[src/rwlm_pkg.sv]
// ----------------------------------------------------------------------------
// rwlm_pkg
// Shared types and constants of the reader/writer lock manager: request
// codes, result codes, lock modes, sequencer states and stream widths.
// ----------------------------------------------------------------------------
package rwlm_pkg;

  // Field widths of one request and one result.
  localparam int unsigned ACTION_W    = 3;
  localparam int unsigned REQ_ID_W    = 8;
  localparam int unsigned TARGET_ID_W = 8;
  localparam int unsigned STATUS_W    = 3;
  localparam int unsigned MODE_W      = 2;
  localparam int unsigned HCOUNT_W    = 5;

  // Stream data widths, padded to whole bytes.
  localparam int unsigned S_TDATA_W = 16;
  localparam int unsigned M_TDATA_W = 24;

  // Default sizes of the tables.
  localparam int unsigned DEF_ID_WIDTH          = 8;
  localparam int unsigned DEF_HOLDER_DEPTH      = 16;
  localparam int unsigned DEF_WRITE_QUEUE_DEPTH = 16;
  localparam int unsigned DEF_READ_QUEUE_DEPTH  = 16;

  // Request codes.
  localparam logic [ACTION_W-1:0] ACT_TRY_READ  = 3'd0;
  localparam logic [ACTION_W-1:0] ACT_TRY_WRITE = 3'd1;
  localparam logic [ACTION_W-1:0] ACT_ACQ_READ  = 3'd2;
  localparam logic [ACTION_W-1:0] ACT_ACQ_WRITE = 3'd3;
  localparam logic [ACTION_W-1:0] ACT_RELEASE   = 3'd4;

  // Result status codes.
  typedef enum logic [STATUS_W-1:0] {
    STAT_GRANTED    = 3'd0,
    STAT_REFUSED    = 3'd1,
    STAT_QUEUED     = 3'd2,
    STAT_RELEASED   = 3'd3,
    STAT_NOT_HOLDER = 3'd4,
    STAT_FULL       = 3'd5
  } status_e;

  // Lock modes.
  typedef enum logic [MODE_W-1:0] {
    MODE_FREE  = 2'd0,
    MODE_READ  = 2'd1,
    MODE_WRITE = 2'd2
  } mode_e;

  // Request sequencer states.
  typedef enum logic [2:0] {
    S_IDLE,
    S_DECIDE,
    S_SCAN,
    S_EMIT,
    S_HO_START,
    S_HO_WDATA,
    S_HO_RDATA
  } state_e;

endpackage

[src/rwlm_ram.sv]
// ----------------------------------------------------------------------------
// rwlm_ram
// Generic single-write, single-read memory with a registered read port.
// ----------------------------------------------------------------------------
module rwlm_ram #(
  parameter int unsigned Width = 8,
  parameter int unsigned Depth = 16,
  localparam int unsigned AddrW = (Depth > 1) ? $clog2(Depth) : 1
) (
  input  logic             clk_i,
  input  logic             we_i,
  input  logic [AddrW-1:0] waddr_i,
  input  logic [Width-1:0] wdata_i,
  input  logic [AddrW-1:0] raddr_i,
  output logic [Width-1:0] rdata_o
);

  logic [Width-1:0] mem_q [Depth];
  logic [Width-1:0] rdata_q;

  // Write port and registered read port.
  always_ff @(posedge clk_i) begin
    if (we_i) begin
      mem_q[waddr_i] <= wdata_i;
    end
    rdata_q <= mem_q[raddr_i];
  end

  assign rdata_o = rdata_q;

endmodule

[src/reader_writer_lock_manager_core.sv]
// ----------------------------------------------------------------------------
// reader_writer_lock_manager_core
// Reader/writer lock with a holder table and separate writer and reader
// wait queues; every answer and every hand-off grant is one output
// transaction.
// ----------------------------------------------------------------------------
// The block takes one request at a time and answers it through a registered
// output stage. A release walks the holder-id memory one entry a cycle; when
// it frees the lock, each hand-off grant reads the waiting id from the queue
// memory before writing it into the holder table. Only the last transaction
// of a request carries tlast; a request with an unknown code gives none.

module reader_writer_lock_manager_core #(
  parameter int unsigned ID_WIDTH          = rwlm_pkg::DEF_ID_WIDTH,
  parameter int unsigned HOLDER_DEPTH      = rwlm_pkg::DEF_HOLDER_DEPTH,
  parameter int unsigned WRITE_QUEUE_DEPTH = rwlm_pkg::DEF_WRITE_QUEUE_DEPTH,
  parameter int unsigned READ_QUEUE_DEPTH  = rwlm_pkg::DEF_READ_QUEUE_DEPTH
) (
  input  logic                           clk_i,
  input  logic                           rst_ni,
  // Request stream.
  input  logic                           s_axis_tvalid,
  output logic                           s_axis_tready,
  // [2:0] action, [10:3] requester_id, [15:11] zero
  input  logic [rwlm_pkg::S_TDATA_W-1:0] s_axis_tdata,
  // Result stream.
  output logic                           m_axis_tvalid,
  input  logic                           m_axis_tready,
  // [7:0] target_id, [10:8] status, [12:11] lock_mode,
  // [17:13] holder_count, [23:18] zero
  output logic [rwlm_pkg::M_TDATA_W-1:0] m_axis_tdata,
  output logic                           m_axis_tlast
);

  localparam int unsigned HIdxW  = (HOLDER_DEPTH > 1) ? $clog2(HOLDER_DEPTH) : 1;
  localparam int unsigned HCntW  = $clog2(HOLDER_DEPTH + 1);
  localparam int unsigned WIdxW  = (WRITE_QUEUE_DEPTH > 1) ? $clog2(WRITE_QUEUE_DEPTH) : 1;
  localparam int unsigned WCntW  = $clog2(WRITE_QUEUE_DEPTH + 1);
  localparam int unsigned RIdxW  = (READ_QUEUE_DEPTH > 1) ? $clog2(READ_QUEUE_DEPTH) : 1;
  localparam int unsigned RCntW  = $clog2(READ_QUEUE_DEPTH + 1);
  localparam int unsigned QDepth = WRITE_QUEUE_DEPTH + READ_QUEUE_DEPTH;
  localparam int unsigned QAddrW = $clog2(QDepth);

  // Sequencer and lock state.
  rwlm_pkg::state_e  state_q, state_d, ret_q, ret_d;
  rwlm_pkg::mode_e   mode_q, mode_d;
  logic [HOLDER_DEPTH-1:0] hvalid_q, hvalid_d;
  logic [HCntW-1:0]  hcount_q, hcount_d;
  logic [WCntW-1:0]  wcnt_q, wcnt_d;
  logic [WIdxW-1:0]  whead_q, whead_d, wtail_q, wtail_d;
  logic [RCntW-1:0]  rcnt_q, rcnt_d;
  logic [RIdxW-1:0]  rhead_q, rhead_d, rtail_q, rtail_d;
  logic [HCntW-1:0]  scan_q, scan_d;
  logic              cmp_vld_q, cmp_vld_d;
  logic [HIdxW-1:0]  cmp_idx_q, cmp_idx_d;

  // Request and pending result payload.
  logic [rwlm_pkg::ACTION_W-1:0] action_q;
  logic [ID_WIDTH-1:0]           id_q;
  logic [ID_WIDTH-1:0]           res_id_q, res_id_d;
  rwlm_pkg::status_e             res_stat_q, res_stat_d;
  logic                          res_last_q, res_last_d;

  // Output stage.
  logic                          out_valid_q, out_valid_d;
  logic                          out_last_q, out_last_d;
  logic [rwlm_pkg::M_TDATA_W-1:0] out_data_q, out_data_d;

  // Memory ports.
  logic                h_we;
  logic [HIdxW-1:0]    h_waddr, h_raddr;
  logic [ID_WIDTH-1:0] h_wdata, h_rdata;
  logic                q_we;
  logic [QAddrW-1:0]   q_waddr, q_raddr;
  logic [ID_WIDTH-1:0] q_wdata, q_rdata;

  logic                accept;
  logic                is_write, is_acq, grantable, table_full, scan_hit;
  logic [HIdxW-1:0]    free_idx;
  logic [QAddrW-1:0]   w_head_addr, r_head_addr;

  // Holder-id memory.
  rwlm_ram #(
    .Width (ID_WIDTH),
    .Depth (HOLDER_DEPTH)
  ) u_holder_ram (
    .clk_i   (clk_i),
    .we_i    (h_we),
    .waddr_i (h_waddr),
    .wdata_i (h_wdata),
    .raddr_i (h_raddr),
    .rdata_o (h_rdata)
  );

  // Wait queue memory: writers in the low region, readers above them.
  rwlm_ram #(
    .Width (ID_WIDTH),
    .Depth (QDepth)
  ) u_queue_ram (
    .clk_i   (clk_i),
    .we_i    (q_we),
    .waddr_i (q_waddr),
    .wdata_i (q_wdata),
    .raddr_i (q_raddr),
    .rdata_o (q_rdata)
  );

  assign s_axis_tready = (state_q == rwlm_pkg::S_IDLE);
  assign accept        = s_axis_tvalid && s_axis_tready;

  // Request decode.
  assign is_write   = (action_q == rwlm_pkg::ACT_TRY_WRITE) ||
                      (action_q == rwlm_pkg::ACT_ACQ_WRITE);
  assign is_acq     = (action_q == rwlm_pkg::ACT_ACQ_READ) ||
                      (action_q == rwlm_pkg::ACT_ACQ_WRITE);
  assign grantable  = is_write ? (mode_q == rwlm_pkg::MODE_FREE)
                               : (mode_q != rwlm_pkg::MODE_WRITE);
  assign table_full = (hcount_q == HCntW'(HOLDER_DEPTH));
  assign scan_hit   = cmp_vld_q && hvalid_q[cmp_idx_q] && (h_rdata == id_q);

  // Queue head addresses; the reader head is also the read address when
  // no writer waits.
  assign w_head_addr = QAddrW'(whead_q);
  assign r_head_addr = QAddrW'(WRITE_QUEUE_DEPTH) + QAddrW'(rhead_q);
  assign q_raddr     = (wcnt_q != '0) ? w_head_addr : r_head_addr;
  assign h_raddr     = scan_q[HIdxW-1:0];

  // Lowest free holder slot.
  always_comb begin
    free_idx = '0;
    for (int i = HOLDER_DEPTH - 1; i >= 0; i--) begin
      if (!hvalid_q[i]) begin
        free_idx = HIdxW'(i);
      end
    end
  end

  // Next state, table updates and result staging.
  always_comb begin
    state_d     = state_q;
    ret_d       = ret_q;
    mode_d      = mode_q;
    hvalid_d    = hvalid_q;
    hcount_d    = hcount_q;
    wcnt_d      = wcnt_q;
    whead_d     = whead_q;
    wtail_d     = wtail_q;
    rcnt_d      = rcnt_q;
    rhead_d     = rhead_q;
    rtail_d     = rtail_q;
    scan_d      = scan_q;
    cmp_vld_d   = 1'b0;
    cmp_idx_d   = cmp_idx_q;
    res_id_d    = res_id_q;
    res_stat_d  = res_stat_q;
    res_last_d  = res_last_q;
    out_valid_d = out_valid_q && !m_axis_tready;
    out_last_d  = out_last_q;
    out_data_d  = out_data_q;
    h_we        = 1'b0;
    h_waddr     = free_idx;
    h_wdata     = id_q;
    q_we        = 1'b0;
    q_waddr     = QAddrW'(wtail_q);
    q_wdata     = id_q;

    case (state_q)
      rwlm_pkg::S_IDLE: begin
        if (accept) begin
          state_d = rwlm_pkg::S_DECIDE;
        end
      end

      // Grant, refuse, queue or answer full for a try or acquire; start a release scan.
      rwlm_pkg::S_DECIDE: begin
        res_id_d   = id_q;
        res_last_d = 1'b1;
        ret_d      = rwlm_pkg::S_IDLE;
        state_d    = rwlm_pkg::S_EMIT;
        case (action_q)
          rwlm_pkg::ACT_TRY_READ, rwlm_pkg::ACT_TRY_WRITE,
          rwlm_pkg::ACT_ACQ_READ, rwlm_pkg::ACT_ACQ_WRITE: begin
            if (grantable) begin
              if (table_full) begin
                res_stat_d = rwlm_pkg::STAT_FULL;
              end else begin
                h_we               = 1'b1;
                hvalid_d[free_idx] = 1'b1;
                hcount_d           = hcount_q + 1'b1;
                mode_d             = is_write ? rwlm_pkg::MODE_WRITE : rwlm_pkg::MODE_READ;
                res_stat_d         = rwlm_pkg::STAT_GRANTED;
              end
            end else if (!is_acq) begin
              res_stat_d = rwlm_pkg::STAT_REFUSED;
            end else if (is_write) begin
              if (wcnt_q < WCntW'(WRITE_QUEUE_DEPTH)) begin
                q_we       = 1'b1;
                q_waddr    = QAddrW'(wtail_q);
                wcnt_d     = wcnt_q + 1'b1;
                wtail_d    = (wtail_q == WIdxW'(WRITE_QUEUE_DEPTH - 1)) ? '0
                                                                       : wtail_q + 1'b1;
                res_stat_d = rwlm_pkg::STAT_QUEUED;
              end else begin
                res_stat_d = rwlm_pkg::STAT_FULL;
              end
            end else begin
              if (rcnt_q < RCntW'(READ_QUEUE_DEPTH)) begin
                q_we       = 1'b1;
                q_waddr    = QAddrW'(WRITE_QUEUE_DEPTH) + QAddrW'(rtail_q);
                rcnt_d     = rcnt_q + 1'b1;
                rtail_d    = (rtail_q == RIdxW'(READ_QUEUE_DEPTH - 1)) ? '0
                                                                      : rtail_q + 1'b1;
                res_stat_d = rwlm_pkg::STAT_QUEUED;
              end else begin
                res_stat_d = rwlm_pkg::STAT_FULL;
              end
            end
          end
          rwlm_pkg::ACT_RELEASE: begin
            scan_d  = '0;
            state_d = rwlm_pkg::S_SCAN;
          end
          default: begin
            state_d = rwlm_pkg::S_IDLE;
          end
        endcase
      end

      // Walk the holder ids, one read a cycle, and compare each in the cycle after its read.
      rwlm_pkg::S_SCAN: begin
        if (scan_q < HCntW'(HOLDER_DEPTH)) begin
          cmp_vld_d = 1'b1;
          cmp_idx_d = scan_q[HIdxW-1:0];
          scan_d    = scan_q + 1'b1;
        end
        if (scan_hit) begin
          cmp_vld_d           = 1'b0;
          hvalid_d[cmp_idx_q] = 1'b0;
          hcount_d            = hcount_q - 1'b1;
          res_stat_d          = rwlm_pkg::STAT_RELEASED;
          state_d             = rwlm_pkg::S_EMIT;
          if (hcount_q == HCntW'(1)) begin
            // Last holder left: free the lock and hand it on if anyone waits.
            mode_d     = rwlm_pkg::MODE_FREE;
            res_last_d = (wcnt_q == '0) && (rcnt_q == '0);
            ret_d      = res_last_d ? rwlm_pkg::S_IDLE : rwlm_pkg::S_HO_START;
          end else begin
            res_last_d = 1'b1;
            ret_d      = rwlm_pkg::S_IDLE;
          end
        end else if (cmp_vld_q && (cmp_idx_q == HIdxW'(HOLDER_DEPTH - 1))) begin
          cmp_vld_d  = 1'b0;
          res_stat_d = rwlm_pkg::STAT_NOT_HOLDER;
          res_last_d = 1'b1;
          ret_d      = rwlm_pkg::S_IDLE;
          state_d    = rwlm_pkg::S_EMIT;
        end
      end

      // Load the output stage once it is free.
      rwlm_pkg::S_EMIT: begin
        if (!out_valid_q || m_axis_tready) begin
          out_valid_d = 1'b1;
          out_last_d  = res_last_q;
          out_data_d  = rwlm_pkg::M_TDATA_W'({rwlm_pkg::HCOUNT_W'(hcount_q),
                                              mode_q,
                                              res_stat_q,
                                              rwlm_pkg::TARGET_ID_W'(res_id_q)});
          state_d     = ret_q;
        end
      end

      // Queue head read is issued here; data arrives next cycle.
      rwlm_pkg::S_HO_START: begin
        state_d = (wcnt_q != '0) ? rwlm_pkg::S_HO_WDATA : rwlm_pkg::S_HO_RDATA;
      end

      // Oldest writer takes the lock.
      rwlm_pkg::S_HO_WDATA: begin
        h_we               = 1'b1;
        h_wdata            = q_rdata;
        hvalid_d[free_idx] = 1'b1;
        hcount_d           = hcount_q + 1'b1;
        mode_d             = rwlm_pkg::MODE_WRITE;
        wcnt_d             = wcnt_q - 1'b1;
        whead_d            = (whead_q == WIdxW'(WRITE_QUEUE_DEPTH - 1)) ? '0
                                                                       : whead_q + 1'b1;
        res_id_d           = q_rdata;
        res_stat_d         = rwlm_pkg::STAT_GRANTED;
        res_last_d         = 1'b1;
        ret_d              = rwlm_pkg::S_IDLE;
        state_d            = rwlm_pkg::S_EMIT;
      end

      // Next waiting reader joins; stop when the queue or the table runs out.
      rwlm_pkg::S_HO_RDATA: begin
        h_we               = 1'b1;
        h_wdata            = q_rdata;
        hvalid_d[free_idx] = 1'b1;
        hcount_d           = hcount_q + 1'b1;
        mode_d             = rwlm_pkg::MODE_READ;
        rcnt_d             = rcnt_q - 1'b1;
        rhead_d            = (rhead_q == RIdxW'(READ_QUEUE_DEPTH - 1)) ? '0
                                                                      : rhead_q + 1'b1;
        res_id_d           = q_rdata;
        res_stat_d         = rwlm_pkg::STAT_GRANTED;
        res_last_d         = (rcnt_q == RCntW'(1)) ||
                             (hcount_q == HCntW'(HOLDER_DEPTH - 1));
        ret_d              = res_last_d ? rwlm_pkg::S_IDLE : rwlm_pkg::S_HO_START;
        state_d            = rwlm_pkg::S_EMIT;
      end

      default: begin
        state_d = rwlm_pkg::S_IDLE;
      end
    endcase
  end

  // Control registers.
  always_ff @(posedge clk_i or negedge rst_ni) begin
    if (!rst_ni) begin
      state_q     <= rwlm_pkg::S_IDLE;
      ret_q       <= rwlm_pkg::S_IDLE;
      mode_q      <= rwlm_pkg::MODE_FREE;
      hvalid_q    <= '0;
      hcount_q    <= '0;
      wcnt_q      <= '0;
      whead_q     <= '0;
      wtail_q     <= '0;
      rcnt_q      <= '0;
      rhead_q     <= '0;
      rtail_q     <= '0;
      scan_q      <= '0;
      cmp_vld_q   <= 1'b0;
      res_last_q  <= 1'b0;
      out_valid_q <= 1'b0;
      out_last_q  <= 1'b0;
    end else begin
      state_q     <= state_d;
      ret_q       <= ret_d;
      mode_q      <= mode_d;
      hvalid_q    <= hvalid_d;
      hcount_q    <= hcount_d;
      wcnt_q      <= wcnt_d;
      whead_q     <= whead_d;
      wtail_q     <= wtail_d;
      rcnt_q      <= rcnt_d;
      rhead_q     <= rhead_d;
      rtail_q     <= rtail_d;
      scan_q      <= scan_d;
      cmp_vld_q   <= cmp_vld_d;
      res_last_q  <= res_last_d;
      out_valid_q <= out_valid_d;
      out_last_q  <= out_last_d;
    end
  end

  // Payload registers.
  always_ff @(posedge clk_i) begin
    if (accept) begin
      action_q <= s_axis_tdata[rwlm_pkg::ACTION_W-1:0];
      id_q     <= ID_WIDTH'(s_axis_tdata[rwlm_pkg::ACTION_W +: rwlm_pkg::REQ_ID_W]);
    end
    cmp_idx_q  <= cmp_idx_d;
    res_id_q   <= res_id_d;
    res_stat_q <= res_stat_d;
    out_data_q <= out_data_d;
  end

  assign m_axis_tvalid = out_valid_q;
  assign m_axis_tdata  = out_data_q;
  assign m_axis_tlast  = out_last_q;

  // The holder count tracks the valid bits.
  assert property (@(posedge clk_i) disable iff (!rst_ni)
    hcount_q == HCntW'($countones(hvalid_q)))
    else $error("holder count does not match valid entries");

  // The lock is free exactly when no holder remains.
  assert property (@(posedge clk_i) disable iff (!rst_ni)
    (hcount_q == '0) == (mode_q == rwlm_pkg::MODE_FREE))
    else $error("lock mode disagrees with holder count");

  // A write-held lock has exactly one holder.
  assert property (@(posedge clk_i) disable iff (!rst_ni)
    (mode_q == rwlm_pkg::MODE_WRITE) |-> (hcount_q == HCntW'(1)))
    else $error("write lock with more than one holder");

  // Queue fill levels stay within their depths.
  assert property (@(posedge clk_i) disable iff (!rst_ni)
    (wcnt_q <= WCntW'(WRITE_QUEUE_DEPTH)) && (rcnt_q <= RCntW'(READ_QUEUE_DEPTH)))
    else $error("wait queue count out of range");

endmodule

[config.mk]
export PLATFORM = sky130hd
export DESIGN_NAME = reader_writer_lock_manager_core
export DESIGN_NICKNAME = d
export VERILOG_FILES = /design/src/rwlm_pkg.sv /design/src/rwlm_ram.sv /design/src/reader_writer_lock_manager_core.sv
export SDC_FILE = /design/constraint.sdc
export NUM_CORES = 1
export LEC_CHECK = 0
export ABC_AREA = 1
export BUFFER_PORTS_ARGS = -buffer_cell sky130_fd_sc_hd__buf_4
export CAP_MARGIN = 20
export CORE_MARGIN = 8
export CORE_UTILIZATION = 55
export DETAILED_ROUTE_END_ITERATION = 8
export MAX_ROUTING_LAYER = met4
export PLACE_DENSITY = 0.72
export SLEW_MARGIN = 20
export SYNTH_ARGS = -nofsm -noshare
export SYNTH_HDL_FRONTEND = slang
export SYNTH_HIERARCHICAL = 1
export SYNTH_SLANG_ARGS = --single-unit
[constraint.sdc]
create_clock -name clk_i -period 2.8 [get_ports clk_i]
set_clock_uncertainty 0.1 [all_clocks]
set_input_delay 0.84 -clock clk_i [delete_from_list [all_inputs] [get_ports clk_i]]
set_output_delay 0.84 -clock clk_i [all_outputs]
set_load 0.005 [all_outputs]
Word-level counts from Yosys, hierarchy flattened
Memories as Yosys holds them, arrays and structs flattened. A register that Yosys moved wholly into a read port is not among the register bits.
Index checks and enable logic that the tools add are counted.
- word-level logic and storage cells: 244
- latch bits: 0
- output and inout port bits: 27
- bits in read-only memories: 0
- RAM bits: 384
- register bits after elaboration: 108
- input bits: 20
- memories kept: 2
- memories (name ; words ; width ; read ports ; clocked after Yosys merged registers in ; wr ports ; line ; source):
    u_queue_ram.mem_q ; 32 ; 8 ; 1 ; 1 ; 1 ; rwlm_ram.sv:18 ; logic [Width-1:0] mem_q [Depth];
    u_holder_ram.mem_q ; 16 ; 8 ; 1 ; 1 ; 1 ; rwlm_ram.sv:18 ;
- reductions and logical operators: 42
- multipliers: 0
- shifts and indexed selects: 0
- add/sub/neg operators: 13
- divide/modulo/power cells: 0
- equal/unequal tests: 37
- bitwise operators: 5
- muxes and demuxes: 116
- magnitude comparators: 7
- operators with widths (operator ; count):
    $mux 5 ; 23
    $mux 4 ; 20
    $mux 16 ; 4
    $mux 3 ; 18
    $pmux 16 s3 ; 1
    $pmux 5 s2 ; 3
    $reduce_and 6->1 ; 5
    $ne 2x2->1 const B ; 14
    $mux 1 ; 27
    $add 5x1->5 const B ; 4
    $eq 4x4->1 const B ; 5
    $pmux 3 s3 ; 2
    $pmux 3 s6 ; 1
    $add 4x1->4 const B ; 4
    $and 16x16->16 ; 1
    $not 16->16 ; 1
    $or 16x16->16 ; 1
    $pmux 8 s2 ; 1
    $lt 5x5->1 const B ; 3
    $pmux 5 s3 ; 1
    $sub 5x1->5 const B ; 3
    $mux 2 ; 7
    $eq 3x2->1 const B ; 4
    $eq 3x3->1 const B ; 4
    other kinds (33) ; 63

Longest topological paths before layout
- word-level depth: 25
- gate-level depth with buffers: 18
- mapped depth without buffers: 18

Modules after synthesis
Netlist, hierarchy kept.
- modules (own cells, without submodules) (module ; cells an instance ; area each (µm²) ; sequential area each (µm²) ; times used):
    rwlm_ram (u_queue_ram) ; 922 ; 10786.6 ; 7847.5 ; 1
    rwlm_ram (u_holder_ram) ; 551 ; 5766.8 ; 4003.8 ; 1
    reader_writer_lock_manager_core ; 629 ; 5554.1 ; 2872.8 ; 1

Worst setup path before layout
Ideal clock, no wire load.
- path type: flip-flop to flip-flop
- start point: reg action_q[2] (netlist bit)
- end point: mem u_queue_ram.mem_q[21][0], enable pin
- setup slack: 0.035 ns
- buffers on the path: 0
- required time: 2.330 ns
- clock period less this slack: 2.765 ns
- library setup time: 0.370 ns
- cell stages (with the launch flop): 14
- arrival: 2.295 ns
- cell sequence: edfxtp_1 -> inv_2 -> nand2_2 -> inv_2 -> o21ai_2 -> nand2_1 -> inv_2 -> nor2_2 -> inv_1 -> nor3_1 -> o21ai_0 -> inv_1 -> nand3_1 -> nor2_1
- elaborated cells between the ends (all ways): 20
- classes of those cells: 3 x eq/ne; 13 x mux; 4 x reduce/logical
- RTL lines (what ; line ; source):
    start: declaration ; reader_writer_lock_manager_core.sv:58 ; logic [rwlm_pkg::ACTION_W-1:0] action_q;
    start signal: assignment ; reader_writer_lock_manager_core.sv:361 ; action_q <= s_axis_tdata[rwlm_pkg::ACTION_W-1:0];
    $eq 3x1->1 / $eq 3x2->1 (equally long branches) ; n/a ;
    $logic_or 1x1->1 ; reader_writer_lock_manager_core.sv:112 ; assign is_write = (action_q == rwlm_pkg::ACT_TRY_WRITE) ||
    $mux 5 ; reader_writer_lock_manager_core.sv:195 ; end else if (is_write) begin
    $mux 5 ; reader_writer_lock_manager_core.sv:193 ; end else if (!is_acq) begin
    $mux 5 ; reader_writer_lock_manager_core.sv:183 ; if (grantable) begin
    $mux 5 * ; reader_writer_lock_manager_core.sv:180 ; case (action_q)
    $mux 5 * ; reader_writer_lock_manager_core.sv:167 ; case (state_q)
    net q_waddr[4] ; reader_writer_lock_manager_core.sv:74 ; logic [QAddrW-1:0] q_waddr, q_raddr;
    end: declaration ; rwlm_ram.sv:18 ;
Mark *: on every way through the listed nets, which the timed path passes. The rest lies on a longest branch.

Final worst setup path
- start point: reg wcnt_q[0]
- end point: reg u_queue_ram.rdata_q[2] (netlist: u_queue_ram/rdata_o[2]) (read register of u_queue_ram.mem_q)
- cells in the longest elaborated chain, start to end: 2
- RTL lines (what ; line ; source):
    start: declaration ; reader_writer_lock_manager_core.sv:49 ; logic [WCntW-1:0] wcnt_q, wcnt_d;
    start signal: assignment ; reader_writer_lock_manager_core.sv:344 ; wcnt_q <= wcnt_d;
    $reduce_bool 5->1 ; reader_writer_lock_manager_core.sv:125 ; assign q_raddr = (wcnt_q != '0) ? w_head_addr : r_head_addr;
    $mux 5 ; reader_writer_lock_manager_core.sv:125 ;
    net q_raddr[0] ; reader_writer_lock_manager_core.sv:74 ;
    end: declaration ; rwlm_ram.sv:19 ; logic [Width-1:0] rdata_q;
The timed path passes the listed nets, and every way through them passes these cells.
A chain may end at the register's enable or synchronous reset.

==> impl_metrics.json <==
{
  "worst_slack_ns": 0.110,
  "required_ns": 3.18,
  "register_area_um2": 14700,
  "synth-edff-count": 428,
  "worstMarginPinSlew_ns": 0.814,
  "fin_crit_sh": 0.961,
  "ir_drop_mv": 0.590,
  "slowest_stage": "dfrtp_1",
  "wire_per_inst_um": 17.6,
  "yosys.area.top_type": "edfxtp_1",
  "syn_to_final_growth_pct": 13.3,
  "drv_slew": 0,
  "post-route-cell-area_um2": 25000,
  "maxSlewHeadroom": 0.458,
  "path_common_cell": "nand2_1",
  "outcome": "completed",
  "synthArstFlopShare": 0.123,
  "grt_max_degree": 88,
  "die_w_um": 216,
  "critPathMaxStageDelay_ns": 0.40,
  "drc": 0,
  "grt-ovfl-total": 0,
  "synth-seq-cells": 506,
  "io_buffers": 35,
  "synth_cells": 2102,
  "path_cells": "nor2_1, nand4_1, buf_4, o21ai_4, clkinv_2, buf_12, nand2_1, nand3_1, nand3_1, nand2_1, nand2_1, nand2_1, nand2_1, nand2_1",
  "leakagePower_uw": 0.0102,
  "crit_family": "simple AND/OR/NAND/NOR gates",
  "nets": 2264,
  "coreArea_um2": 39700,
  "finalCriticalPeriod_ns": 2.69,
  "grt_setup_unrepaired": "true",
  "placed_cells_incl_taps": 2697,
  "cts-root-buf": "clkbuf_16",
  "first_global_vias": 14800,
  "insertion_delay_ns": 0.60,
  "cts_tree": "built",
  "p_per_area_nw_per_um2": 922,
  "dr.pass1.iters": 6,
  "synthTopCellsByCount": "nand2_1 (676), edfxtp_1 (428), nand3_1 (319)",
  "synth.top_cell.area_share": 0.581,
  "routabilityCongestion": 0.873,
  "yosysMostFrequentCell": "nand2_1",
  "cp.arrival_ns": 3.06,
  "clockBufferDepth": 3,
  "syn-cell-area_um2": 22100,
  "cp-end-kind": "flip-flop",
  "die_y_um": 216,
  "dp_hpwl_um": 31100,
  "timing.hold.ws_ns": 0.237,
  "setup_viol": 0,
  "yosys_warnings": 6,
  "h-tree-depth": 2,
  "hold_viol_final": 0,
  "wl_um": 49200,
  "utilization": 0.630,
  "num_rows": 73,
  "drive_gt1_frac": 0.129,
  "initial_utilization": 0.556,
  "hp-class": "in -> async",
  "diodes": 0,
  "synthFlopType": "edfxtp_1",
  "clock-sinks": 506,
  "fin_cells": 2789,
  "grt_pass1_wl_um": 78000,
  "synth.area.top_cells": "edfxtp_1 (58%), nand2_1 (11%), nand3_1 (7.2%), dfrtp_1 (7.0%), inv_1 (3.2%)",
  "grt_antenna_before_repair": 0,
  "drtIter0Drc": 1498,
  "vias_per_cell": 5.46,
  "io-pin-count": 47,
  "postSynthAreaPerCell_um2": 10.5,
  "path_class": "reg -> reg",
  "die_area_um2": 46900,
  "ys_seq_area_frac": 0.666,
  "worstPathMaxFanout": 87,
  "yosysUniqueCellTypes": 50,
  "vias": 15200,
  "fillers": 3022,
  "place_ws_ns": -0.170,
  "cts_inserted_buffers": 50,
  "crit_buf_inv": 3,
  "dpl_cell_area_um2": 23400,
  "max_freq_mhz": 372,
  "multi_input_area_um2": 6100,
  "clkSlewWorstSetupHoldPaths_ns": 0.06,
  "worstSetupStartpointType": "flip-flop",
  "cap_violations": 0,
  "drt.antenna.violating_nets": 0,
  "grt_usage": 0.214
}
-- sequential cells by signal (all words and copies together) (netlist names), 4 cells and up --
register,flops
cmp_idx_q,4
scan_q,5
rhead_q,4
u_queue_ram/mem_q,256
u_holder_ram/mem_q,128
rtail_q,4
rcnt_q,5
wtail_q,4
id_q,8
u_queue_ram/rdata_o,8
hcount_q,5
res_id_q,8
whead_q,4
m_axis_tdata,18
u_holder_ram/rdata_o,8
hvalid_q,16
wcnt_q,5
-- placed cells by master, fill, tap and decap left out, types with 4 or more instances in the layout --
| master | synthesis | final |
|---|---|---|
| nand2_1 | 676 | 676 |
| xnor2_1 | 4 | 4 |
| xor2_1 | 19 | 19 |
| o31ai_1 | 5 | 5 |
| ha_1 | 16 | 16 |
| inv_2 | 14 | 16 |
| nor3_1 | 8 | 7 |
| a22oi_1 | 6 | 6 |
| o21ai_0 | 49 | 42 |
| conb_1 | 1 | 6 |
| o21bai_1 | 6 | 6 |
| a31oi_1 | 4 | 4 |
| clkbuf_8 | 0 | 4 |
| o21ai_1 | 13 | 17 |
| inv_1 | 191 | 186 |
| nand3_1 | 319 | 313 |
| clkinv_2 | 0 | 9 |
| clkinv_1 | 2 | 12 |
| nand3_4 | 0 | 4 |
| clkbuf_1 | 10 | 10 |
| dfxtp_1 | 16 | 16 |
| nor2_4 | 0 | 4 |
| buf_12 | 0 | 5 |
| clkbuf_16 | 0 | 50 |
| nor2_2 | 5 | 9 |
| a21oi_2 | 2 | 4 |
| nand2_2 | 7 | 7 |
| a21oi_1 | 16 | 14 |
| nor2_1 | 107 | 99 |
| buf_4 | 14 | 150 |
| edfxtp_1 | 428 | 428 |
| nand4_1 | 9 | 9 |
| dfrtp_1 | 62 | 61 |
-- report_power, final --
part / internal (µW) / leakage (µW) / switching [µW]
registers: 9090 / 0.00480 / 434
clock network: 3560 / 0.000748 / 2740
logic: 2250 / 0.00461 / 5020
-- layer usage --
metal | wire, µm | GRT usage
met5 | 0 | -
met4 | 1270 | 0.0701
met3 | 3670 | 0.0329
met2 | 23100 | 0.331
met1 | 21200 | 0.290
-- final cells by class --
type                       instances  share of cell area
sequential                       506               0.588
multi-input combinational       1305               0.244
clock buffer                      64              0.0536
timing repair buffer             157              0.0499
inverter                         207              0.0314
tap                              525              0.0262
clock inverter                    25             0.00744
-- final timing paths --
kind | depth (start not counted) | startpoint | end | slack, ns
worst max register to register | 14 | wcnt_q[0]$_DFFE_PN0P_ | u_queue_ram/rdata_o[2]$_DFF_P_ | 0.11
worst min register to register | 0 | res_id_q[1]$_DFFE_PP_ | m_axis_tdata[1]$_DFFE_PP_ | 0.32
min in group clk_i | 1 | s_axis_tdata[5] | id_q[2]$_DFFE_PP_ | 0.32
worst max-delay path | 14 | wcnt_q[0]$_DFFE_PN0P_ | u_queue_ram/rdata_o[2]$_DFF_P_ | 0.11
max in group asynchronous | 1 | rst_ni | scan_q[0]$_DFFE_PN0P_ | 1.81
worst min-delay path | 1 | rst_ni | hvalid_q[8]$_DFFE_PN0P_ | 0.24
-- timing repair --
action | in CTS | in global routing
endpoints found under the setup margin | 98 | 264
setup buffers | 1 | 2
pin swaps | 0 | 1
hold buffers | 0 | 0
hold endpoints to repair | 0 | 0
resized for setup | 7 | 28
-- per-stage QoR --
stage	TNS, ns	power, µW
after global placement	-3.15	16600
after floorplan	0	14900
after global routing	-0.348	24400
after CTS	0	23100
after detailed placement	-4.85	16800
final	0	23100
-- cells by family after synthesis --
group	Yosys count	share of synthesized area
flip-flops	506	0.666
buffers and inverters	296	0.0652
adder cells (fa/ha/maj)	17	0.00996
XOR/XNOR	23	0.00911
other	1	0.000170
AO/OA/AOI/OAI	112	0.0293
multiplexers	2	0.000962
AND/OR/NAND/NOR	1145	0.219
-- worst register-to-register path, delay by kind of cell, from the launching register on --
family	cells	cell delay [ns]
AND/OR/NAND/NOR	10	1.20
buffers and inverters	3	0.58
AO/OA/AOI/OAI	1	0.29
flip-flops	1	0.40
(Power assumes the default switching activity.)
